--- config.mk ---
export PLATFORM = sky130hd
export DESIGN_NAME = voc_audio_block_parser_core
export DESIGN_NICKNAME = d
export VERILOG_FILES = /design/src/rtl/core/vabp_pkg.sv /design/src/rtl/core/vabp_front.sv /design/src/rtl/core/vabp_rate_div.sv /design/src/rtl/core/vabp_back.sv /design/src/rtl/core/voc_audio_block_parser_core.sv
export SDC_FILE = /design/constraint.sdc
export NUM_CORES = 1
export LEC_CHECK = 0
export BUFFER_PORTS_ARGS = -buffer_cell sky130_fd_sc_hd__clkbuf_2
export CAP_MARGIN = 15
export CORE_MARGIN = 1
export CORE_UTILIZATION = 56
export DETAILED_ROUTE_END_ITERATION = 6
export HOLD_SLACK_MARGIN = 0.02
export MAX_ROUTING_LAYER = met4
export PLACE_DENSITY = 0.77
export SLEW_MARGIN = 10
export SYNTH_ARGS = -nofsm -noshare
export SYNTH_HDL_FRONTEND = slang
export SYNTH_HIERARCHICAL = 1
export SYNTH_SLANG_ARGS = --single-unit
--- constraint.sdc ---
create_clock -name clk_i -period 5.04 [get_ports clk_i]
set_clock_uncertainty 0.1 [all_clocks]
set_input_delay 0 -clock clk_i [delete_from_list [all_inputs] [get_ports clk_i]]
set_output_delay 0 -clock clk_i [all_outputs]
set_load 0.02 [all_outputs]
--- src/rtl/core/vabp_pkg.sv ---
`default_nettype none
package vabp_pkg;

  // file header length and its counter width
  localparam int unsigned HeaderBytes = 26;
  localparam int unsigned HdrCntW     = 5;

  // block codes
  localparam logic [7:0] CodeSound   = 8'h01;
  localparam logic [7:0] CodeSilence = 8'h03;
  localparam logic [7:0] CodeLoopBeg = 8'h06;
  localparam logic [7:0] CodeLoopEnd = 8'h07;
  localparam logic [7:0] CodeTyped   = 8'h09;

  // time constants with fixed rates
  localparam logic [7:0] Tc11kA = 8'ha5;
  localparam logic [7:0] Tc11kB = 8'ha6;
  localparam logic [7:0] Tc22kA = 8'hd2;
  localparam logic [7:0] Tc22kB = 8'hd3;
  localparam logic [31:0] Rate11k = 32'd11025;
  localparam logic [31:0] Rate22k = 32'd22050;

  // rate divider: 1000000 / (256 - tc)
  localparam int unsigned DivQW    = 20;
  localparam int unsigned DivRW    = 9;
  localparam int unsigned DivSteps = DivQW;
  localparam int unsigned DivCntW  = $clog2(DivSteps + 1);
  localparam logic [DivQW-1:0] DivDividend = 20'd1000000;
  localparam logic [DivRW-1:0] DivBase     = 9'd256;

  // input queue
  localparam int unsigned QDepth = 2;
  localparam int unsigned QPtrW  = (QDepth > 1) ? $clog2(QDepth) : 1;
  localparam int unsigned QCntW  = $clog2(QDepth + 1);

  typedef struct packed {
    logic [7:0] data_byte;
    logic       file_end;
  } item_t;

  typedef struct packed {
    logic       valid;
    item_t      item;
  } front_out_t;

  typedef struct packed {
    logic        kind;
    logic [7:0]  sample;
    logic [31:0] sample_rate;
  } result_t;

endpackage
`default_nettype wire

--- src/rtl/core/vabp_front.sv ---
`default_nettype none
module vabp_front (
  input  wire                  clk_i,
  input  wire                  rst_ni,
  input  wire                  push,
  output logic                 full,
  input  vabp_pkg::item_t      item_i,
  output vabp_pkg::front_out_t front_o,
  input  wire                  take_i
);

  vabp_pkg::item_t                 mem_q [vabp_pkg::QDepth];
  logic [vabp_pkg::QPtrW-1:0]      wr_ptr_q, rd_ptr_q;
  logic [vabp_pkg::QCntW-1:0]      cnt_q;
  logic                            do_push, do_pop;

  assign full    = (cnt_q == vabp_pkg::QCntW'(vabp_pkg::QDepth));
  assign do_push = push && !full;
  assign do_pop  = take_i && (cnt_q != '0);

  assign front_o.valid = (cnt_q != '0);
  assign front_o.item  = mem_q[rd_ptr_q];

  // item storage
  always_ff @(posedge clk_i) begin
    if (do_push) begin
      mem_q[wr_ptr_q] <= item_i;
    end
  end

  // pointers and fill count
  always_ff @(posedge clk_i or negedge rst_ni) begin
    if (!rst_ni) begin
      wr_ptr_q <= '0;
      rd_ptr_q <= '0;
      cnt_q    <= '0;
    end else begin
      if (do_push) begin
        wr_ptr_q <= (wr_ptr_q == vabp_pkg::QPtrW'(vabp_pkg::QDepth - 1)) ? '0 : wr_ptr_q + 1'b1;
      end
      if (do_pop) begin
        rd_ptr_q <= (rd_ptr_q == vabp_pkg::QPtrW'(vabp_pkg::QDepth - 1)) ? '0 : rd_ptr_q + 1'b1;
      end
      if (do_push && !do_pop) begin
        cnt_q <= cnt_q + 1'b1;
      end else if (do_pop && !do_push) begin
        cnt_q <= cnt_q - 1'b1;
      end
    end
  end

endmodule
`default_nettype wire

--- src/rtl/core/vabp_rate_div.sv ---
`default_nettype none
module vabp_rate_div (
  input  wire                             clk_i,
  input  wire                             rst_ni,
  input  wire                             start_i,
  input  wire  [vabp_pkg::DivRW-1:0]      divisor_i,
  output logic                            busy_o,
  output logic [vabp_pkg::DivQW-1:0]      quotient_o
);

  logic [vabp_pkg::DivCntW-1:0] cnt_q;
  logic [vabp_pkg::DivRW-1:0]   den_q, rem_q;
  logic [vabp_pkg::DivQW-1:0]   quot_q;
  logic [vabp_pkg::DivRW:0]     shifted, diff;
  logic                         fits;

  assign busy_o     = (cnt_q != '0);
  assign quotient_o = quot_q;

  // one restoring step per cycle
  assign shifted = {rem_q, quot_q[vabp_pkg::DivQW-1]};
  assign fits    = (shifted >= {1'b0, den_q});
  assign diff    = shifted - {1'b0, den_q};

  always_ff @(posedge clk_i or negedge rst_ni) begin
    if (!rst_ni) begin
      cnt_q <= '0;
    end else if (start_i) begin
      cnt_q <= vabp_pkg::DivCntW'(vabp_pkg::DivSteps);
    end else if (busy_o) begin
      cnt_q <= cnt_q - 1'b1;
    end
  end

  // dividend shifts out as quotient bits shift in
  always_ff @(posedge clk_i) begin
    if (start_i) begin
      den_q  <= divisor_i;
      rem_q  <= '0;
      quot_q <= vabp_pkg::DivDividend;
    end else if (busy_o) begin
      rem_q  <= fits ? diff[vabp_pkg::DivRW-1:0] : shifted[vabp_pkg::DivRW-1:0];
      quot_q <= {quot_q[vabp_pkg::DivQW-2:0], fits};
    end
  end

endmodule
`default_nettype wire

--- src/rtl/core/vabp_back.sv ---
`default_nettype none
module vabp_back (
  input  wire                  clk_i,
  input  wire                  rst_ni,
  input  vabp_pkg::front_out_t front_i,
  output logic                 take_o,
  output logic                 out_valid_o,
  output vabp_pkg::result_t    out_o,
  input  wire                  pop
);

  // parse phases
  localparam logic [3:0] PhHeader = 4'd0;
  localparam logic [3:0] PhCode   = 4'd1;
  localparam logic [3:0] PhLen0   = 4'd2;
  localparam logic [3:0] PhLen1   = 4'd3;
  localparam logic [3:0] PhLen2   = 4'd4;
  localparam logic [3:0] PhFields = 4'd5;
  localparam logic [3:0] PhData   = 4'd6;
  localparam logic [3:0] PhSkip   = 4'd7;
  localparam logic [3:0] PhDone   = 4'd8;

  logic [3:0]                   phase_q, phase_d;
  logic [vabp_pkg::HdrCntW-1:0] hdr_cnt_q, hdr_cnt_d, hdr_inc;
  logic [7:0]                   code_q, code_d;
  logic [3:0]                   fi_q, fi_d;
  logic [23:0]                  left_q, left_d, left_dec, len_full;
  logic [31:0]                  accum_q, accum_d;
  logic [31:0]                  rate_q, rate_d;
  logic [7:0]                   depth_q, depth_d;
  logic [7:0]                   chans_q, chans_d;
  logic [15:0]                  pack_q, pack_d;
  logic                         wait_q, wait_d;
  logic                         out_valid_q;
  vabp_pkg::result_t            res_q, res_d;
  logic                         load_out, consume, div_start, div_busy;
  logic [7:0]                   b;
  logic [vabp_pkg::DivQW-1:0]   quot;
  logic [vabp_pkg::DivRW-1:0]   divisor;

  assign b        = front_i.item.data_byte;
  assign consume  = front_i.valid && !wait_q && (!out_valid_q || pop);
  assign take_o   = consume;
  assign left_dec = left_q - 24'd1;
  assign len_full = left_q | {b, 16'h0000};
  assign hdr_inc  = hdr_cnt_q + 1'b1;
  assign divisor  = vabp_pkg::DivBase - {1'b0, b};

  vabp_rate_div u_div (
    .clk_i      (clk_i),
    .rst_ni     (rst_ni),
    .start_i    (div_start),
    .divisor_i  (divisor),
    .busy_o     (div_busy),
    .quotient_o (quot)
  );

  // parser next state
  always_comb begin
    phase_d   = phase_q;
    hdr_cnt_d = hdr_cnt_q;
    code_d    = code_q;
    fi_d      = fi_q;
    left_d    = left_q;
    accum_d   = accum_q;
    rate_d    = rate_q;
    depth_d   = depth_q;
    chans_d   = chans_q;
    pack_d    = pack_q;
    wait_d    = wait_q;
    load_out  = 1'b0;
    div_start = 1'b0;
    res_d     = '{kind: 1'b0, sample: b, sample_rate: rate_q};

    // divided rate comes back
    if (wait_q && !div_busy) begin
      rate_d = {{(32 - vabp_pkg::DivQW){1'b0}}, quot};
      wait_d = 1'b0;
    end

    if (consume) begin
      case (phase_q)
        PhCode: begin
          code_d = b;
          if (b == vabp_pkg::CodeSound || b == vabp_pkg::CodeTyped ||
              b == vabp_pkg::CodeSilence || b == vabp_pkg::CodeLoopBeg ||
              b == vabp_pkg::CodeLoopEnd) begin
            phase_d = PhLen0;
          end else begin
            load_out = 1'b1;
            res_d    = '{kind: 1'b1, sample: 8'h00, sample_rate: rate_q};
            phase_d  = PhDone;
          end
        end
        PhLen0: begin
          left_d  = {16'h0000, b};
          phase_d = PhLen1;
        end
        PhLen1: begin
          left_d  = left_q | {8'h00, b, 8'h00};
          phase_d = PhLen2;
        end
        PhLen2: begin
          left_d = len_full;
          if (len_full == '0) begin
            phase_d = PhCode;
          end else if (code_q == vabp_pkg::CodeSound || code_q == vabp_pkg::CodeTyped) begin
            fi_d    = '0;
            accum_d = '0;
            phase_d = PhFields;
          end else begin
            phase_d = PhSkip;
          end
        end
        PhFields: begin
          left_d = left_dec;
          fi_d   = fi_q + 1'b1;
          if (code_q == vabp_pkg::CodeSound) begin
            if (fi_q == 4'd0) begin
              if (b == vabp_pkg::Tc11kA || b == vabp_pkg::Tc11kB) begin
                rate_d = vabp_pkg::Rate11k;
              end else if (b == vabp_pkg::Tc22kA || b == vabp_pkg::Tc22kB) begin
                rate_d = vabp_pkg::Rate22k;
              end else if (!front_i.item.file_end) begin
                div_start = 1'b1;
                wait_d    = 1'b1;
              end
            end else begin
              pack_d  = {8'h00, b};
              phase_d = (b == 8'h00) ? PhData : PhSkip;
            end
          end else if (code_q == vabp_pkg::CodeTyped) begin
            if (fi_q < 4'd4) begin
              accum_d = accum_q | ({24'h000000, b} << {fi_q[1:0], 3'b000});
              if (fi_q == 4'd3) begin
                rate_d = accum_d;
              end
            end else if (fi_q == 4'd4) begin
              depth_d = b;
            end else if (fi_q == 4'd5) begin
              chans_d = b;
            end else if (fi_q == 4'd6) begin
              pack_d = {8'h00, b};
            end else if (fi_q == 4'd7) begin
              pack_d = {b, pack_q[7:0]};
            end else if (fi_q >= 4'd11) begin
              phase_d = (depth_q == 8'd8 && chans_q == 8'd1 && pack_q == 16'h0000) ?
                        PhData : PhSkip;
            end
          end else begin
            phase_d = PhSkip;
          end
          if (left_dec == '0) begin
            phase_d = PhCode;
          end
        end
        PhData: begin
          load_out = 1'b1;
          left_d   = left_dec;
          if (left_dec == '0) begin
            phase_d = PhCode;
          end
        end
        PhSkip: begin
          left_d = left_dec;
          if (left_dec == '0) begin
            phase_d = PhCode;
          end
        end
        PhDone: begin
        end
        default: begin
          if (hdr_inc >= vabp_pkg::HdrCntW'(vabp_pkg::HeaderBytes)) begin
            hdr_cnt_d = '0;
            phase_d   = PhCode;
          end else begin
            hdr_cnt_d = hdr_inc;
          end
        end
      endcase

      // last byte of the file returns the parser state to reset
      if (front_i.item.file_end) begin
        phase_d   = PhHeader;
        hdr_cnt_d = '0;
        code_d    = '0;
        fi_d      = '0;
        left_d    = '0;
        accum_d   = '0;
        rate_d    = '0;
        depth_d   = '0;
        chans_d   = '0;
        pack_d    = '0;
      end
    end
  end

  // parser state
  always_ff @(posedge clk_i or negedge rst_ni) begin
    if (!rst_ni) begin
      phase_q   <= PhHeader;
      hdr_cnt_q <= '0;
      code_q    <= '0;
      fi_q      <= '0;
      left_q    <= '0;
      accum_q   <= '0;
      rate_q    <= '0;
      depth_q   <= '0;
      chans_q   <= '0;
      pack_q    <= '0;
      wait_q    <= 1'b0;
    end else begin
      phase_q   <= phase_d;
      hdr_cnt_q <= hdr_cnt_d;
      code_q    <= code_d;
      fi_q      <= fi_d;
      left_q    <= left_d;
      accum_q   <= accum_d;
      rate_q    <= rate_d;
      depth_q   <= depth_d;
      chans_q   <= chans_d;
      pack_q    <= pack_d;
      wait_q    <= wait_d;
    end
  end

  // result register
  always_ff @(posedge clk_i or negedge rst_ni) begin
    if (!rst_ni) begin
      out_valid_q <= 1'b0;
    end else if (load_out) begin
      out_valid_q <= 1'b1;
    end else if (pop) begin
      out_valid_q <= 1'b0;
    end
  end

  always_ff @(posedge clk_i) begin
    if (load_out) begin
      res_q <= res_d;
    end
  end

  assign out_valid_o = out_valid_q;
  assign out_o       = res_q;

`ifndef SYNTHESIS
  // a started division is waited for with the divider running
  assert property (@(posedge clk_i) disable iff (!rst_ni)
    div_start |=> (wait_q && div_busy))
    else $error("rate division not tracked");

  // finished division lands in the current rate
  assert property (@(posedge clk_i) disable iff (!rst_ni)
    (wait_q && !div_busy) |=> (rate_q == {{(32 - vabp_pkg::DivQW){1'b0}}, $past(quot)}))
    else $error("divided rate not loaded");

  // skipped bytes leave the result slot empty
  assert property (@(posedge clk_i) disable iff (!rst_ni)
    (consume && (phase_q == PhSkip || phase_q == PhHeader)) |=> !out_valid_q)
    else $error("result made from a skipped byte");

  // no byte taken while a rate is pending
  assert property (@(posedge clk_i) disable iff (!rst_ni)
    (wait_q && div_busy) |-> !take_o)
    else $error("byte taken during rate division");
`endif

endmodule
`default_nettype wire

--- src/rtl/core/voc_audio_block_parser_core.sv ---
// path: a pushed item reaches the parser in the cycle after the push; a sample
//   or end result is registered before it shows on the result ports (empty low)
// throughput: 1 byte per cycle while the result slot is free or popped; a type 1
//   time constant without a fixed rate stalls for the serial divider's 20 steps
// reset: rst_ni clears queue, parser and result register; no clearing pass
`default_nettype none
module voc_audio_block_parser_core (
  input  wire         clk_i,
  input  wire         rst_ni,
  input  wire         push,
  output logic        full,
  input  wire  [7:0]  data_byte_i,
  input  wire         file_end_i,
  output logic        empty,
  input  wire         pop,
  output logic        kind_o,
  output logic [7:0]  sample_o,
  output logic [31:0] sample_rate_o
);

  vabp_pkg::item_t      in_item;
  vabp_pkg::front_out_t front;
  vabp_pkg::result_t    res;
  logic                 take, out_valid;

  assign in_item = '{data_byte: data_byte_i, file_end: file_end_i};

  // input queue
  vabp_front u_front (
    .clk_i   (clk_i),
    .rst_ni  (rst_ni),
    .push    (push),
    .full    (full),
    .item_i  (in_item),
    .front_o (front),
    .take_i  (take)
  );

  // block parser and result register
  vabp_back u_back (
    .clk_i       (clk_i),
    .rst_ni      (rst_ni),
    .front_i     (front),
    .take_o      (take),
    .out_valid_o (out_valid),
    .out_o       (res),
    .pop         (pop && !empty)
  );

  assign empty         = !out_valid;
  assign kind_o        = res.kind;
  assign sample_o      = res.sample;
  assign sample_rate_o = res.sample_rate;

endmodule
`default_nettype wire
==> flow_summary.ini <==
[global_routing]
grt-ovfl-total = 0
antenna_found_initial = 0
grt_max_degree = 93
grt_pass1_wl_mm = 49.40
grt_pass1_vias = 9587
track_usage = 0.2874

[clock_tree]
insertion_delay_ps = 540
cts_tree = yes
clock-sinks = 249
cts_buffers = 27
clkTransAtPathRegs_ps = 70
cts_setup_buffers = 0
cts_buffer_depth = 3
clock-root-buffer = clkbuf_16
htree_levels = 1

[synth]
yosysSeqAreaShare = 0.5243
syn_nets = 1298
ys_seq_elements = 249
syn_area_per_cell_um2 = 9.728
synthCells = 1260
synth_edf_count = 68
yosys_warnings = 6
ys_types = 83
async_reset_ff_frac = 0.6104
synthesis.area_um2 = 12260
synthFlopType = dfrtp_1

[final_layout]
fill_cells = 1704
seqCellArea_um2 = 6426
layout_commonest_cell = nand2_1
multi_input_area_um2 = 5434
final_layout_size_suffix_gt1_frac = 0.1295
final_cell_mix = nand2_1, dfrtp_1, a21oi_1
antennaDiodeCount = 0
syn_to_final_growth_pct = 12.17
fin_util = 0.6479
nNetsFinal = 1337

[sta]
setup_violations = 0
fin_setup_tns_ps = 0
hold_ws_ps = -26.30
worstMarginPinSlew_ps = 1142
relSlewSlack = 0.2325
fin_crit_ps = 3542
hold_viol = 3
clock.fmax_ghz = 0.2823
worst_slack_ps = 1498
rsz0062_at_grt = false
period_share = 0.7028
final_max_slew_viol_count = 0

[worst_setup_path]
path_max_fanout = 18
r2r_setup_slack_ps = 1500
required_ps = 5180
critPathCapture = u_back/u_div/den_q[1]
rr_worst_depth = 7
cp.arrival_ps = 3690
path_class = register to register
r2r-end = u_back/u_div/den_q[1]
cp-start-kind = register
r2r-start = u_front/rd_ptr_q
cp-end-kind = register
crit_start = u_front/rd_ptr_q

[route]
drtPass1Iterations = 6
drtIter0Drc = 1193
drc = 0
wl_per_cell_um = 19.14
viasPerCell = 6.228
ant_nets = 0
wirelength_mm = 30.54
vias = 9933

[placed_design]
hpwl_mm = 20.00
routabilityCongestion = 0.9200
dp_slack_ps = 1485
numPortBuffers = 55

[floorplan]
rows = 53
start_util = 0.5776
core_um2 = 21220
io_pins = 56
die_height_um = 149.9
die_w_um = 149.9
dieArea_um2 = 22480

[power_and_ir_drop]
power.density_nw_per_um2 = 580.3
total_power_mw = 7.978
max-vdd-ir-drop_uv = 349.6
power.leakage_nw = 5.834

[run]
cap_violations = 0

[worst_hold_path]
hold_class = input port to asynchronous set/reset pin

[run_status]
failed_checks = hold timing
status = finished, violations left
==> synth_stat cells (all sizes together), types with 24 or more instances <==
cell | count | area share
nor3 | 58 | 0.024
ha | 24 | 0.024
nand2 | 158 | 0.049
nor2 | 110 | 0.034
edfxtp | 68 | 0.17
dfrtp | 152 | 0.31
mux2 | 28 | 0.026
o21ai | 90 | 0.037
clkbuf | 60 | 0.018
dfxtp | 29 | 0.047
inv | 34 | 0.010
a21oi | 126 | 0.053
==> worst max-delay path, stage by stage, from the launching register on <==
cell and delay (ps):
dfrtp_1 630, mux2_2 600, inv_1 180, ha_1 270, o2111ai_1 330, nand2_1 140
nor3_2 640, buf_4 340
==> state kept, by name, summed over array words and instances, names as in the netlist, 9 cells and up <==
register and flops:
u_back/u_div/rem_q 9, u_back/out_o 41, u_back/u_div/quotient_o 20, u_back/u_div/den_q 9, u_back/rate_q 32, u_front/mem_q 18
u_back/left_q 24, u_back/pack_q 16, u_back/accum_q 32
==> through the flow <==
| stage | instance area, um^2 | instances |
|---|---|---|
| after CTS | 13740 | 1595 |
| after detailed placement | 12710 | 1533 |
| final | 13750 | 1595 |
| after global placement | 12710 | 1533 |
| after floorplan | 12260 | 1260 |
| after global routing | 13750 | 1595 |
==> layout make-up <==
cell class,instances,area share
repair buffers,80,0.03631
clock buffers,31,0.05324
multi-input cells,905,0.3952
flip-flops and latches,249,0.4674
well taps,275,0.02503
clock inverters,19,0.01292
inverters,36,0.009829
==> cell families after synthesis <==
logic type,after synthesis,synth area share
compound gates,356,0.1797
xor+xnor,25,0.01786
fa+ha+maj,25,0.02613
buf+inv,106,0.03379
flops,249,0.5243
mux,41,0.03665
simple gates,458,0.1816
==> timing repair <==
item                       4_1_cts  5_1_grt
gates resized for setup          0        0
hold buffers                    12        0
setup endpoints to repair        0        0
hold endpoints to repair       131        0
==> power by group <==
| part | total, mW | switching [mW] | internal (mW) |
|---|---|---|---|
| logic | 2.98 | 1.94 | 1.05 |
| registers | 3.01 | 0.358 | 2.66 |
| clock network | 1.98 | 0.859 | 1.12 |
==> worst min path at each step <==
| stage | from | to | depth (start not counted) |
|---|---|---|---|
| 2_1_floorplan | rst_ni | u_back/accum_q[0] | 0 |
| 3_5_place_dp | rst_ni | u_back/u_div/cnt_q[2] | 1 |
| 3_3_place_gp | rst_ni | u_back/u_div/cnt_q[2] | 1 |
| 4_1_cts | rst_ni | u_back/u_div/cnt_q[2] | 2 |
| 6_report | rst_ni | u_back/u_div/cnt_q[2] | 2 |
| 5_1_grt | rst_ni | u_back/u_div/cnt_q[2] | 2 |
==> layer usage <==
| layer | global-route usage | vias up | wire, um | share of wire |
|---|---|---|---|---|
| met5 | - | - | 0 | 0 |
| li1 | - | 4634 | - | - |
| met3 | 0.04665 | 77 | 2333 | 0.076 |
| met2 | 0.4641 | 458 | 14770 | 0.48 |
| met1 | 0.3683 | 4764 | 12510 | 0.41 |
| met4 | 0.09848 | 0 | 922 | 0.030 |
No activity file was read; power rests on OpenSTA's default activity.
